===== src/hw/rtl/nus_pkg.sv =====
package nus_pkg;

  localparam int PIX_W   = 8;
  localparam int SCALE_W = 4;
  localparam int WIDTH_W = 9;
  localparam int CFG_W   = 9;
  localparam int IDX_W   = 1;
  localparam int COL_W   = 11;

  localparam logic [IDX_W-1:0] REG_SCALE    = 1'b0;
  localparam logic [IDX_W-1:0] REG_IN_WIDTH = 1'b1;

  localparam logic ACT_PIXEL = 1'b0;
  localparam logic ACT_TICK  = 1'b1;

  typedef enum logic [1:0] {
    JOB_PIXEL,
    JOB_TICK,
    JOB_REJECT
  } job_kind_e;

  typedef struct packed {
    logic                    action;
    logic signed [PIX_W-1:0] pixel_value;
  } in_item_t;

  typedef struct packed {
    logic signed [PIX_W-1:0] out_value;
    logic                    row_end;
    logic                    run_end;
    logic                    rejected;
  } out_item_t;

  typedef struct packed {
    job_kind_e               kind;
    logic signed [PIX_W-1:0] value;
    logic                    row_end;
  } job_t;

endpackage


===== src/hw/rtl/nus_ram.sv =====
module nus_ram #(
  parameter int Width = 8,
  parameter int Depth = 256,
  localparam int AddrW = (Depth > 1) ? $clog2(Depth) : 1
) (
  input  logic                     clk_i,
  input  logic                     we_i,
  input  logic [AddrW-1:0]         waddr_i,
  input  logic [Width-1:0]         wdata_i,
  input  logic                     re_i,
  input  logic [AddrW-1:0]         raddr_i,
  output logic [Width-1:0]         rdata_o
);

  logic [Width-1:0] mem_q [Depth];
  logic [Width-1:0] rdata_q;

  always_ff @(posedge clk_i) begin
    if (we_i) begin
      mem_q[waddr_i] <= wdata_i;
    end
    if (re_i) begin
      rdata_q <= mem_q[raddr_i];
    end
  end

  assign rdata_o = rdata_q;

endmodule


===== src/hw/rtl/nus_div.sv =====
module nus_div #(
  parameter int DivW = 4
) (
  input  logic                      clk_i,
  input  logic                      rst_ni,
  input  logic                      start_i,
  input  logic [nus_pkg::COL_W-1:0] dividend_i,
  input  logic [DivW-1:0]           divisor_i,
  output logic                      busy_o,
  output logic                      done_o,
  output logic [nus_pkg::COL_W-1:0] quot_o,
  output logic [DivW-1:0]           rem_o
);

  localparam int XW   = nus_pkg::COL_W;
  localparam int CntW = $clog2(XW + 1);

  logic            busy_q, busy_d;
  logic [CntW-1:0] cnt_q, cnt_d;
  logic [XW-1:0]   quo_q;
  logic [DivW-1:0] rem_q;
  logic [DivW-1:0] dvs_q;
  logic [DivW:0]   trial;
  logic            ge;
  logic [DivW-1:0] rem_nx;

  assign trial  = {rem_q, quo_q[XW-1]};
  assign ge     = trial >= {1'b0, dvs_q};
  assign rem_nx = ge ? DivW'(trial - {1'b0, dvs_q}) : DivW'(trial);

  assign busy_o = busy_q;
  assign done_o = busy_q && (cnt_q == CntW'(1));
  assign quot_o = {quo_q[XW-2:0], ge};
  assign rem_o  = rem_nx;

  always_comb begin
    busy_d = busy_q;
    cnt_d  = cnt_q;
    if (start_i) begin
      busy_d = 1'b1;
      cnt_d  = CntW'(XW);
    end else if (busy_q) begin
      cnt_d = cnt_q - CntW'(1);
      if (cnt_q == CntW'(1)) begin
        busy_d = 1'b0;
      end
    end
  end

  always_ff @(posedge clk_i or negedge rst_ni) begin
    if (!rst_ni) begin
      busy_q <= 1'b0;
      cnt_q  <= '0;
    end else begin
      busy_q <= busy_d;
      cnt_q  <= cnt_d;
    end
  end

  always_ff @(posedge clk_i) begin
    if (start_i) begin
      quo_q <= dividend_i;
      rem_q <= '0;
      dvs_q <= divisor_i;
    end else if (busy_q) begin
      quo_q <= {quo_q[XW-2:0], ge};
      rem_q <= rem_nx;
    end
  end

  a_busy_count: assert property (@(posedge clk_i) disable iff (!rst_ni)
    busy_q |-> cnt_q != '0)
    else $error("divider busy with zero step count");

endmodule


===== src/hw/rtl/nus_emit.sv =====
module nus_emit #(
  parameter int CntW = 4
) (
  input  logic                      clk_i,
  input  logic                      rst_ni,
  input  logic                      job_load_i,
  input  nus_pkg::job_t             job_i,
  input  logic [CntW-1:0]           count_i,
  input  logic [nus_pkg::PIX_W-1:0] rdata_i,
  output logic                      free_o,
  output logic                      out_valid_o,
  input  logic                      out_ready_i,
  output nus_pkg::out_item_t        out_data_o
);

  logic               job_valid_q, job_valid_d;
  nus_pkg::job_t      job_q;
  logic [CntW-1:0]    cnt_q, cnt_d;
  logic               out_valid_q, out_valid_d;
  nus_pkg::out_item_t out_q, out_d;
  logic               load_out;
  logic               last;

  assign load_out = job_valid_q && (!out_valid_q || out_ready_i);
  assign last     = cnt_q == CntW'(1);
  assign free_o   = !job_valid_q || (load_out && last);

  always_comb begin
    out_d          = out_q;
    out_d.row_end  = last && job_q.row_end;
    out_d.run_end  = last;
    out_d.rejected = 1'b0;
    case (job_q.kind)
      nus_pkg::JOB_PIXEL: begin
        out_d.out_value = job_q.value;
      end
      nus_pkg::JOB_TICK: begin
        out_d.out_value = $signed(rdata_i);
      end
      nus_pkg::JOB_REJECT: begin
        out_d.out_value = '0;
        out_d.row_end   = 1'b0;
        out_d.rejected  = 1'b1;
      end
      default: begin
        out_d.out_value = '0;
      end
    endcase
  end

  always_comb begin
    job_valid_d = job_valid_q;
    cnt_d       = cnt_q;
    if (load_out) begin
      cnt_d = cnt_q - CntW'(1);
      if (last) begin
        job_valid_d = 1'b0;
      end
    end
    if (job_load_i) begin
      job_valid_d = 1'b1;
      cnt_d       = count_i;
    end
    out_valid_d = out_valid_q;
    if (load_out) begin
      out_valid_d = 1'b1;
    end else if (out_ready_i) begin
      out_valid_d = 1'b0;
    end
  end

  always_ff @(posedge clk_i or negedge rst_ni) begin
    if (!rst_ni) begin
      job_valid_q <= 1'b0;
      cnt_q       <= '0;
      out_valid_q <= 1'b0;
    end else begin
      job_valid_q <= job_valid_d;
      cnt_q       <= cnt_d;
      out_valid_q <= out_valid_d;
    end
  end

  always_ff @(posedge clk_i) begin
    if (job_load_i) begin
      job_q <= job_i;
    end
    if (load_out) begin
      out_q <= out_d;
    end
  end

  assign out_valid_o = out_valid_q;
  assign out_data_o  = out_q;

  a_job_count: assert property (@(posedge clk_i) disable iff (!rst_ni)
    job_valid_q |-> cnt_q != '0)
    else $error("pending request with no results left");

  a_load_free: assert property (@(posedge clk_i) disable iff (!rst_ni)
    job_load_i |-> free_o)
    else $error("request loaded over an unfinished one");

endmodule


===== src/hw/rtl/nearest_upsample_row_replicate_core.sv =====
// channel | dir | handshake                | payload
// in      | in  | in_valid_i / in_ready_o  | in_data_i   (action, pixel_value)
// out     | out | out_valid_o / out_ready_i| out_data_o  (out_value, row_end, run_end, rejected)
// cfg     | in  | cfg_we_i, no wait        | cfg_idx_i, cfg_wdata_i
//
// A tick or a rejected pixel yields one result, a pixel yields scale results and an ignored
// request none; one result per cycle through the result register while out_ready_i is high.
// From accept, a request passes the request register and then the result register to the output.
// A write of a nonzero scale re-derives the replay position in a radix-2 divider: in_ready_o
// stays low from the write until the divider is done.
// Reset clears control state only; the line buffer holds no reset value.
// A stalled result register stalls the request register and then in_ready_o.
module nearest_upsample_row_replicate_core #(
  parameter int MAX_WIDTH = 256,
  parameter int MAX_SCALE = 8
) (
  input  logic                        clk_i,
  input  logic                        rst_ni,
  input  logic                        in_valid_i,
  output logic                        in_ready_o,
  input  nus_pkg::in_item_t           in_data_i,
  output logic                        out_valid_o,
  input  logic                        out_ready_i,
  output nus_pkg::out_item_t          out_data_o,
  input  logic                        cfg_we_i,
  input  logic [nus_pkg::IDX_W-1:0]   cfg_idx_i,
  input  logic [nus_pkg::CFG_W-1:0]   cfg_wdata_i
);

  localparam int CW = (MAX_WIDTH > 1) ? $clog2(MAX_WIDTH) : 1;
  localparam int SW = $clog2(MAX_SCALE + 1);
  localparam int WW = $clog2(MAX_WIDTH + 1);
  localparam int RW = (MAX_SCALE > 1) ? $clog2(MAX_SCALE) : 1;
  localparam int XW = nus_pkg::COL_W;
  localparam int LW = WW + SW;

  function automatic logic [SW-1:0] eff_scale(input logic [nus_pkg::SCALE_W-1:0] v);
    if (32'(v) > MAX_SCALE) begin
      eff_scale = SW'(MAX_SCALE);
    end else begin
      eff_scale = SW'(v);
    end
  endfunction

  logic [nus_pkg::SCALE_W-1:0] scale_q, scale_d;
  logic [nus_pkg::WIDTH_W-1:0] width_q, width_d;
  logic [CW-1:0]               src_col_q, src_col_d;
  logic [RW-1:0]               rep_row_q, rep_row_d;
  logic [XW-1:0]               rep_col_q, rep_col_d;
  logic [XW-1:0]               rep_idx_q, rep_idx_d;
  logic [SW-1:0]               rep_ph_q, rep_ph_d;
  logic                        pending_q, pending_d;

  logic [SW-1:0] s;
  logic [WW-1:0] w;
  logic [LW-1:0] row_len;
  logic          accept;
  logic          last_col;
  logic          end_row;
  logic [RW:0]   row_inc;
  logic [XW-1:0] col_inc;
  logic [CW-1:0] rd_addr;
  logic          scale_wr;
  logic [SW-1:0] new_s;

  logic          ram_we;
  logic          ram_re;
  logic [nus_pkg::PIX_W-1:0] ram_rdata;

  logic          div_start;
  logic          div_busy;
  logic          div_done;
  logic [XW-1:0] div_quot;
  logic [SW-1:0] div_rem;

  logic          job_load;
  nus_pkg::job_t job;
  logic [SW-1:0] job_count;
  logic          emit_free;

  assign s = eff_scale(scale_q);

  always_comb begin
    if (width_q == '0) begin
      w = WW'(1);
    end else if (32'(width_q) > MAX_WIDTH) begin
      w = WW'(MAX_WIDTH);
    end else begin
      w = WW'(width_q);
    end
  end

  assign row_len  = LW'(w) * LW'(s);
  assign last_col = (32'(src_col_q) + 32'd1) >= 32'(w);
  assign end_row  = (32'(rep_col_q) + 32'd1) >= 32'(row_len);
  assign row_inc  = (RW + 1)'(rep_row_q) + (RW + 1)'(1);
  assign col_inc  = rep_col_q + XW'(1);
  assign rd_addr  = (32'(rep_idx_q) >= MAX_WIDTH) ? CW'(MAX_WIDTH - 1) : CW'(rep_idx_q);

  assign scale_wr  = cfg_we_i && (cfg_idx_i == nus_pkg::REG_SCALE);
  assign new_s     = eff_scale(cfg_wdata_i[nus_pkg::SCALE_W-1:0]);
  assign div_start = scale_wr && (new_s != '0);

  assign in_ready_o = emit_free && !div_busy && !scale_wr;
  assign accept     = in_valid_i && in_ready_o;

  always_comb begin
    scale_d   = scale_q;
    width_d   = width_q;
    src_col_d = src_col_q;
    rep_row_d = rep_row_q;
    rep_col_d = rep_col_q;
    rep_idx_d = rep_idx_q;
    rep_ph_d  = rep_ph_q;
    pending_d = pending_q;
    ram_we    = 1'b0;
    ram_re    = 1'b0;
    job_load  = 1'b0;
    job       = '{kind: nus_pkg::JOB_PIXEL, value: in_data_i.pixel_value, row_end: 1'b0};
    job_count = SW'(1);

    if (cfg_we_i) begin
      case (cfg_idx_i)
        nus_pkg::REG_SCALE:    scale_d = cfg_wdata_i[nus_pkg::SCALE_W-1:0];
        nus_pkg::REG_IN_WIDTH: width_d = cfg_wdata_i[nus_pkg::WIDTH_W-1:0];
        default: ;
      endcase
    end

    if (div_done) begin
      rep_idx_d = div_quot;
      rep_ph_d  = div_rem;
    end

    if (accept && (s != '0)) begin
      if (in_data_i.action == nus_pkg::ACT_PIXEL) begin
        job_load = 1'b1;
        if (pending_q) begin
          job.kind = nus_pkg::JOB_REJECT;
        end else begin
          ram_we      = 1'b1;
          job.row_end = last_col;
          job_count   = s;
          if (last_col) begin
            src_col_d = '0;
            if (s != SW'(1)) begin
              pending_d = 1'b1;
              rep_row_d = RW'(1);
              rep_col_d = '0;
              rep_idx_d = '0;
              rep_ph_d  = '0;
            end
          end else begin
            src_col_d = src_col_q + CW'(1);
          end
        end
      end else if (pending_q) begin
        job_load    = 1'b1;
        ram_re      = 1'b1;
        job.kind    = nus_pkg::JOB_TICK;
        job.row_end = end_row;
        if (end_row) begin
          rep_col_d = '0;
          rep_idx_d = '0;
          rep_ph_d  = '0;
          if (32'(row_inc) >= 32'(s)) begin
            pending_d = 1'b0;
            rep_row_d = '0;
          end else begin
            rep_row_d = RW'(row_inc);
          end
        end else begin
          rep_col_d = col_inc;
          if (col_inc == '0) begin
            rep_idx_d = '0;
            rep_ph_d  = '0;
          end else if ((32'(rep_ph_q) + 32'd1) == 32'(s)) begin
            rep_idx_d = rep_idx_q + XW'(1);
            rep_ph_d  = '0;
          end else begin
            rep_ph_d = rep_ph_q + SW'(1);
          end
        end
      end
    end
  end

  always_ff @(posedge clk_i or negedge rst_ni) begin
    if (!rst_ni) begin
      scale_q   <= nus_pkg::SCALE_W'(1);
      width_q   <= nus_pkg::WIDTH_W'(1);
      src_col_q <= '0;
      rep_row_q <= '0;
      rep_col_q <= '0;
      rep_idx_q <= '0;
      rep_ph_q  <= '0;
      pending_q <= 1'b0;
    end else begin
      scale_q   <= scale_d;
      width_q   <= width_d;
      src_col_q <= src_col_d;
      rep_row_q <= rep_row_d;
      rep_col_q <= rep_col_d;
      rep_idx_q <= rep_idx_d;
      rep_ph_q  <= rep_ph_d;
      pending_q <= pending_d;
    end
  end

  nus_ram #(
    .Width (nus_pkg::PIX_W),
    .Depth (MAX_WIDTH)
  ) u_line_ram (
    .clk_i   (clk_i),
    .we_i    (ram_we),
    .waddr_i (src_col_q),
    .wdata_i (in_data_i.pixel_value),
    .re_i    (ram_re),
    .raddr_i (rd_addr),
    .rdata_o (ram_rdata)
  );

  nus_div #(
    .DivW (SW)
  ) u_div (
    .clk_i      (clk_i),
    .rst_ni     (rst_ni),
    .start_i    (div_start),
    .dividend_i (rep_col_q),
    .divisor_i  (new_s),
    .busy_o     (div_busy),
    .done_o     (div_done),
    .quot_o     (div_quot),
    .rem_o      (div_rem)
  );

  nus_emit #(
    .CntW (SW)
  ) u_emit (
    .clk_i       (clk_i),
    .rst_ni      (rst_ni),
    .job_load_i  (job_load),
    .job_i       (job),
    .count_i     (job_count),
    .rdata_i     (ram_rdata),
    .free_o      (emit_free),
    .out_valid_o (out_valid_o),
    .out_ready_i (out_ready_i),
    .out_data_o  (out_data_o)
  );

  a_div_blocks: assert property (@(posedge clk_i) disable iff (!rst_ni)
    div_busy |-> !in_ready_o)
    else $error("request taken while replay position is re-derived");

  a_pending_row: assert property (@(posedge clk_i) disable iff (!rst_ni)
    pending_q |-> rep_row_q != '0)
    else $error("replay pending on the source row");

endmodule


===== config.mk =====
export PLATFORM = sky130hd
export DESIGN_NAME = nearest_upsample_row_replicate_core
export DESIGN_NICKNAME = d
export VERILOG_FILES = /design/src/hw/rtl/nus_pkg.sv /design/src/hw/rtl/nus_ram.sv /design/src/hw/rtl/nus_div.sv /design/src/hw/rtl/nus_emit.sv /design/src/hw/rtl/nearest_upsample_row_replicate_core.sv
export SDC_FILE = /design/constraint.sdc
export NUM_CORES = 2
export LEC_CHECK = 0
export ABC_AREA = 1
export BUFFER_PORTS_ARGS = -buffer_cell sky130_fd_sc_hd__buf_2
export CELL_PAD_IN_SITES_DETAIL_PLACEMENT = 0
export CELL_PAD_IN_SITES_GLOBAL_PLACEMENT = 1
export CORE_ASPECT_RATIO = 1.4
export CORE_UTILIZATION = 39
export DETAILED_ROUTE_END_ITERATION = 7
export PLACE_DENSITY = 0.67
export SYNTH_ARGS = -nofsm -noshare
export SYNTH_HDL_FRONTEND = slang
export SYNTH_SLANG_ARGS = --single-unit

===== constraint.sdc =====
create_clock -name clk_i -period 5.7 [get_ports clk_i]
set_input_delay 0.855 -clock clk_i [delete_from_list [all_inputs] [get_ports clk_i]]
set_output_delay 0.855 -clock clk_i [all_outputs]
set_load 0.01 [all_outputs]

== Word-level counts from Yosys, hierarchy flattened ==
Memory sizes are Yosys's and may differ from the RTL's. A register that Yosys moved wholly into a read port is not among the register bits.
Index checks and enable logic that the tools add are counted.

* Register bits after elaboration: 103
* Bits in writable memories: 2048
* Input port bits: 24
* Output and inout bits: 13
* Word-level logic and storage cells: 171
* Memories kept: 1

* Add/subtract/negate cells: 11
* $mul: 1
* Order comparisons: 8
* Equal/unequal tests: 9
* Mux-type cells: 82
* Bitwise logic cells: 3
* Reductions and logical operators: 33

{| class="wikitable"
|+ Memories
! name !! words !! width !! read ports !! clocked after Yosys merged registers in !! wr ports !! RTL line !! RTL
|-
| u_line_ram.mem_q || 256 || 8 || 1 || 1 || 1 || nus_ram.sv:15 || <nowiki>logic [Width-1:0] mem_q [Depth];</nowiki>
|}

{| class="wikitable"
|+ Operator list
! cell !! count
|-
| two-way mux 11 bit || 18
|-
| two-way mux 4 bit || 20
|-
| two-way mux 1 bit || 30
|-
| adder 11 x 1 -> 11 bit (second input constant) || 2
|-
| two-way mux 3 bit || 7
|-
| two-way mux 9 bit || 2
|-
| two-way mux 8 bit || 2
|-
| case mux 8 bit (2 select lines) || 1
|-
| greater-or-equal comparator 12 x 13 -> 1 bit || 1
|-
| multiplier 9 x 4 -> 13 bit || 1
|-
| adder 11 x 1 -> 12 bit (second input constant) || 1
|-
| nonzero test 2 bit || 6
|-
| greater-or-equal comparator 11 x 9 -> 1 bit (second input constant) || 1
|-
| logical NOT 11 bit || 1
|-
| logical AND 1 bit || 10
|-
| adder 8 x 1 -> 9 bit (second input constant) || 1
|-
| greater-or-equal comparator 9 bit || 1
|-
| greater-than comparator 9 bit (second input constant) || 1
|-
| logical NOT 9 bit || 1
|-
| adder 8 x 1 -> 8 bit (second input constant) || 1
|-
| equality test 4 x 1 -> 1 bit (second input constant) || 2
|-
| greater-than comparator 4 bit (second input constant) || 2
|-
| nonzero test 4 bit || 2
|-
| subtractor 4 x 1 -> 4 bit (second input constant) || 2
|-
| 21 further kinds || 31
|}

== Longest topological paths before layout ==
* Depth in word-level cells: 12
* Mapped depth: 32
* Gate-level depth less buffers: 32

== Modules after synthesis ==
A second synthesis with hierarchy kept.

* Cells, all modules: 8043
* Area, all modules: 91268.8 um^2

{| class="wikitable"
|+ Modules (own cells, without submodules)
! module !! times used !! cells an instance !! area each (um^2) !! sequential area each (um^2)
|-
| nus_ram || 1 || 7003 || 83476.3 || 61739.2
|-
| nearest_upsample_row_replicate_core || 1 || 790 || 5301.3 || 1278.7
|-
| nus_div || 1 || 146 || 1296.2 || 655.6
|-
| nus_emit || 1 || 104 || 1194.9 || 810.8
|}

== Worst setup path after synthesis ==
No wires, ideal clock.

* Path kind: register to register
* Start: reg scale_q[0] (netlist name)
* End: reg rep_idx_q[0]
* Library setup time: 0.125 ns
* Data arrival time: 4.506 ns
* Required time: 5.575 ns
* Path slack: 1.070 ns
* Cell stages (with the launch flop): 30
* Path buffers: 1
* Period minus slack after synthesis: 4.630 ns
* Cells stage by stage: dfstp_2 -> nor2_1 -> nand2_1 -> nand2_1 -> nand2_1 -> clkbuf_1 -> nor2_1 -> fa_1 -> inv_1 -> fa_1 -> inv_1 -> ha_1 -> nand3_1 -> nand2_1 -> a21oi_1 -> o21bai_1 -> nand2_1 -> nand2_1 -> a21oi_1 -> or2_2 -> nand3b_1 -> nand2_1 -> ha_1 -> nand2_1 -> nand2_1 -> nand3_1 -> nand2_1 -> clkinv_1 -> nand2_1 -> nand3_1

* Cells in the longest elaborated chain, start to end: 9
* Elaborated cells on any way between the ends: 17
* Classes of those cells: mul (1); order compare (2); eq/ne (2); mux (10); reduce/logical (2)

{| class="wikitable"
|+ RTL lines
! item !! RTL line !! RTL
|-
| start, declared || nearest_upsample_row_replicate_core.sv:45 || <nowiki>logic [nus_pkg::SCALE_W-1:0] scale_q, scale_d;</nowiki>
|-
| start signal, assigned || nearest_upsample_row_replicate_core.sv:190 || <nowiki>scale_q <= nus_pkg::SCALE_W'(1);</nowiki>
|-
| start signal, assigned || nearest_upsample_row_replicate_core.sv:199 || <nowiki>scale_q <= scale_d;</nowiki>
|-
| greater-than comparator 4 bit || nearest_upsample_row_replicate_core.sv:38 || <nowiki>if (32'(v) > MAX_SCALE) begin</nowiki>
|-
| two-way mux 4 bit * || nearest_upsample_row_replicate_core.sv:38 ||
|-
| parallel branches: the longest is 6 deep, another holds multiplier 9 x 4 -> 13 bit || n/a ||
|-
| two-way mux 11 bit * || nearest_upsample_row_replicate_core.sv:135 || <nowiki>if (accept && (s != '0)) begin</nowiki>
|-
| named net rep_idx_d[0] || nearest_upsample_row_replicate_core.sv:50 || <nowiki>logic [XW-1:0] rep_idx_q, rep_idx_d;</nowiki>
|-
| end signal, assigned || nearest_upsample_row_replicate_core.sv:204 || <nowiki>rep_idx_q <= rep_idx_d;</nowiki>
|-
| end, declared || nearest_upsample_row_replicate_core.sv:50 ||
|}

Mark *: on every way through the listed nets, which the timed path passes.
A chain may end at the register's enable or synchronous reset.

== Final worst setup path ==
* Start: reg width_q[8] (netlist name)
* End: reg rep_idx_q[5]

* Cells in the longest elaborated chain, start to end: 9
* Elaborated cells on any way between the ends: 13
* Classes of those cells: mul (1); order compare (3); mux (8); reduce/logical (1)

{| class="wikitable"
|+ RTL lines
! item !! RTL line !! RTL
|-
| start, declared || nearest_upsample_row_replicate_core.sv:46 || <nowiki>logic [nus_pkg::WIDTH_W-1:0] width_q, width_d;</nowiki>
|-
| start signal, assigned || nearest_upsample_row_replicate_core.sv:191 || <nowiki>width_q <= nus_pkg::WIDTH_W'(1);</nowiki>
|-
| start signal, assigned || nearest_upsample_row_replicate_core.sv:200 || <nowiki>width_q <= width_d;</nowiki>
|-
| greater-than comparator 9 bit || nearest_upsample_row_replicate_core.sv:86 || <nowiki>end else if (32'(width_q) > MAX_WIDTH) begin</nowiki>
|-
| two-way mux 9 bit || nearest_upsample_row_replicate_core.sv:86 ||
|-
| two-way mux 9 bit * || nearest_upsample_row_replicate_core.sv:84 || <nowiki>if (width_q == '0) begin</nowiki>
|-
| multiplier 9 x 4 -> 13 bit || nearest_upsample_row_replicate_core.sv:93 || <nowiki>assign row_len = LW'(w) * LW'(s);</nowiki>
|-
| greater-or-equal comparator 12 x 13 -> 1 bit || nearest_upsample_row_replicate_core.sv:95 || <nowiki>assign end_row = (32'(rep_col_q) + 32'd1) >= 32'(row_len);</nowiki>
|-
| two-way mux 11 bit || nearest_upsample_row_replicate_core.sv:162 || <nowiki>if (end_row) begin</nowiki>
|-
| two-way mux 11 bit || nearest_upsample_row_replicate_core.sv:157 || <nowiki>end else if (pending_q) begin</nowiki>
|-
| two-way mux 11 bit * || nearest_upsample_row_replicate_core.sv:136 || <nowiki>if (in_data_i.action == nus_pkg::ACT_PIXEL) begin</nowiki>
|-
| two-way mux 11 bit * || nearest_upsample_row_replicate_core.sv:135 ||
|-
| named net rep_idx_d[5] || nearest_upsample_row_replicate_core.sv:50 ||
|}

The timed path passes the listed nets; every way through them passes the cells marked *.

==> flow_summary_export.csv <==
group,metric,value,unit
setup_path,reg2reg_slack,0.48,ns
layout,stdcell_area,108000,um2
clock_tree,ctsResizeCount,0,
clock_tree,postCtsHoldBufs,0,
pwr,intPower,29.4,mW
global_route,grt_pass1_vias,65765,
global_route,antenna_found_initial,10,
global_route,grt_use_total,23.0,%
sta,worst_slew_pin_slew,1.35,ns
sta,setup_tns,0,ns
pwr,p_leak,43.8,nW
clock_tree,cts_tree,"yes",
sta,hold-worst-slack,0.170,ns
pwr,sw_frac_of_total,38.7,%
setup_path,cp_max_fo,10,
yosys,synth-compound-area-share,1.54,%
sta,hold_violations,0,
yosys,yosysWarnings,0,
yosys,yosys.area_share.adder,1.07,%
yosys,synth-seq-cells,2159,
placed_design,io_buffers,36,
sta,rsz0062_at_grt,"no",
clock_tree,cts-root-buf,"clkbuf_16",
layout,syn_to_final_growth,10.7,%
yosys,ys.flop_type,"edfxtp_1",
pwr,clockPowerShare,28.9,%
sta,finalSetupViolations,0,
pwr,vdd_drop_max,0.599,mV
pwr,power_switching,18.6,mW
yosys,synth_xor_area_share,0.297,%
sta,skew,0.0440,ns
setup_path,crit_arrival,5.97,ns
placed_design,place.gp.congestion,0.860,
yosys,synth_top_family_by_area,"simple AND/OR/NAND/NOR gates",
die,dieWidth,425,um
die,dieArea,252000,um2
clock_tree,cts_setup_buffers,0,
setup_path,crit_path_top_delay_cell,"fa_1",
yosys,async_reset_ff_share,2.87,%
layout,nFillCells,23460,
clock_tree,clockBufferDepth,4,
die,die_h,594,um
drt,dr.pass1.iters,8,
die,rows,216,
setup_path,r2r_start,"width_q[8]",
layout,fin_nets,9514,
yosys,synthSimpleGateAreaFrac,22.0,%
clock_tree,clock_sinks,2159,
setup_path,crit_type,"register to register",
yosys,ys_seq_area_share,66.2,%
drt,wirelength,295,mm
global_route,grt_overflow,0,
clock_tree,cts_buffers,208,
setup_path,cp-end-kind,"register",
yosys,syn_area,97500,um2
placed_design,dp_slack,0.395,ns
layout,drive_gt1_share,5.69,%
hold_path,hold_path_class,"input pin to asynchronous set/reset pin",
placed_design,post_dp_cell_area,101000,um2
setup_path,critPathMostFrequentCell,"nand2_1",
pwr,pwr-share-comb,33.7,%
pwr,seq_power_share,37.4,%
setup_path,slowest_delay,0.52,ns
drt,remaining_drc_errors,0,
layout,post-route-util,43.5,%
placed_design,dp_hpwl,174,mm
setup_path,r2r_end,"rep_idx_q[5]",
setup_path,reg2reg_depth,28,
drt,drt-vias-per-instance,5.20,
sta,fmax,191,MHz
sta,drv_slew,0,
clock_tree,clk_pin_slew,0.06,ns
yosys,synth_edf_count,2093,
clock_tree,clkLatencyLatePin,0.88,ns
yosys,synth_nets,9689,
drt,drt-initial-drc-count,5830,
die,io_pins,37,
setup_path,startpoint_type,"register",
die,core,248000,um2
die,initial_core_util,39.3,%
pwr,powerDensity,445,nW/um2
clock_tree,h-tree-depth,4,
sta,fin_crit_sh,91.6,%
yosys,synth.distinct_cells,48,
status,status,"finished, final reports clean",
yosys,synth_mux_area_share,0.0347,%
drt,antenna_left,0,
sta,timing.final.ws_setup,0.477,ns
sta,maxSlewHeadroom,9.56,%
drt,via_count,66854,
job,drv_cap,0,
global_route,grt_pass1_wl,433,mm
yosys,netlist_instances,9591,
sta,finalCriticalPeriod,5.22,ns
yosys,syn-mean-instance-area,10.2,um2
global_route,grt_start_max_net_pins,198,
setup_path,cp.required,6.45,ns
drt,wire_per_inst,22.9,um
[area by class of cell]
cell class                 count  area [um2]  area share (%)
antenna                        5        12.5          0.0116
clock buffer                 258        5520            5.11
clock inverter               116        1150            1.07
inverter                    1631        6170            5.72
multi-input combinational   5225       24500            22.7
sequential                  2159       64500            59.8
tap                         3270        4090            3.79
timing repair buffer         191        1960            1.82
[cell families after synthesis]
kind of cell    count (synthesis)
fa+ha+maj                      74
simple gates                 4848
flops                        2159
mux                             3
xor+xnor                       33
buf+inv                      2207
compound gates                267
[sequential cells by signal (all words and copies together), names as in the netlist, 3 cells and up]
signal / flops
rep_col_q: 11
rep_idx_q: 11
rep_ph_q: 4
rep_row_q: 3
scale_q: 4
src_col_q: 8
u_div.cnt_q: 4
u_div.dvs_q: 4
u_div.quo_q: 11
u_div.rem_q: 4
u_emit.cnt_q: 4
u_emit.job_q: 11
u_emit.out_data_o: 11
u_line_ram.mem_q: 2048
u_line_ram.rdata_o: 8
width_q: 9
[cells in the final DEF, fill, tap and decap left out, drive strengths merged]
cell type and instances:
and3 1, a31oi 3, xor2 25, clkbuf 258
dfstp 2, inv 1632, dfrtp 60, ha 59
a221oi 1, nand2 2331, o311ai 1, xnor2 8
clkinvlp 8, a21oi 49, mux2 3, o211ai 44
o21ai 148, fa 15, o31ai 1, bufinv 21
o21a 4, o21bai 1, edfxtp 2093, nand3b 6
clkinv 86, o22ai 10, buf 191, o221ai 2
dfxtp 4, nor3 34, nand3 1751, or2 12
nor3b 1, nand4 370, nor2 338, diode 5
a21o 3, nor4 4
[layer usage]
layer	share of wire (%)	track usage, %	vias to the layer above
met5	0	0	-
li1	-	-	31584
met2	51	41.0	1892
met3	5.0	2.49	472
met1	40	28.4	32906
met4	3.9	8.68	0
[power groups by stage]
stage	clock, mW	combinational [mW]	sequential [mW]
6_report	13.8	16.2	18.0
5_1_grt	14.6	17.4	18.0
4_1_cts	14.1	16.1	18.0
3_5_place_dp	0	16.1	18.3
3_3_place_gp	0	16.1	18.3
2_1_floorplan	0	9.71	18.2
[worst max path at each step]
stage / from / to / depth (start not counted)
after floorplan: scale_q[0] / rep_idx_q[0] / 29
final: width_q[8] / rep_idx_q[5] / 28
after detailed placement: width_q[6] / rep_idx_q[9] / 28
after global routing: width_q[6] / rep_idx_q[10] / 28
after CTS: width_q[8] / rep_idx_q[7] / 28
after global placement: scale_q[0] / rep_idx_q[7] / 29
[cell usage after synthesis (19+ instances only)]
cell | number | area, um2
nand2_1 | 2329 | 8740
edfxtp_1 | 2093 | 62900
nand3_1 | 1749 | 8750
inv_1 | 1618 | 6070
nand4_1 | 370 | 2310
nor2_1 | 334 | 1250
clkbuf_1 | 257 | 965
buf_2 | 255 | 1280
o21ai_0 | 129 | 646
dfrtp_1 | 60 | 1500
ha_1 | 59 | 738
buf_1 | 55 | 206
a21oi_1 | 48 | 240
o211ai_1 | 44 | 330
nor3_1 | 32 | 160
xor2_1 | 25 | 219
o21ai_1 | 19 | 95.1
[critical path: cells and delay by family, from the launching register on]
| kind | cells | cell delay (ns) |
|---|---|---|
| AOI/OAI and AO/OA | 3 | 0.35 |
| DFF | 1 | 0.40 |
| and+or+nand+nor | 16 | 1.96 |
| buffers and inverters | 5 | 0.78 |
| adders and majority gates | 4 | 1.62 |
[through the flow]
step | total power [mW] | std cells
after floorplan | 27.9 | 9591
after global placement | 34.4 | 12476
after detailed placement | 34.4 | 12476
after CTS | 48.2 | 12850
after global routing | 50.0 | 12851
final | 48.0 | 12855
Power figures use the tool's default switching activity.
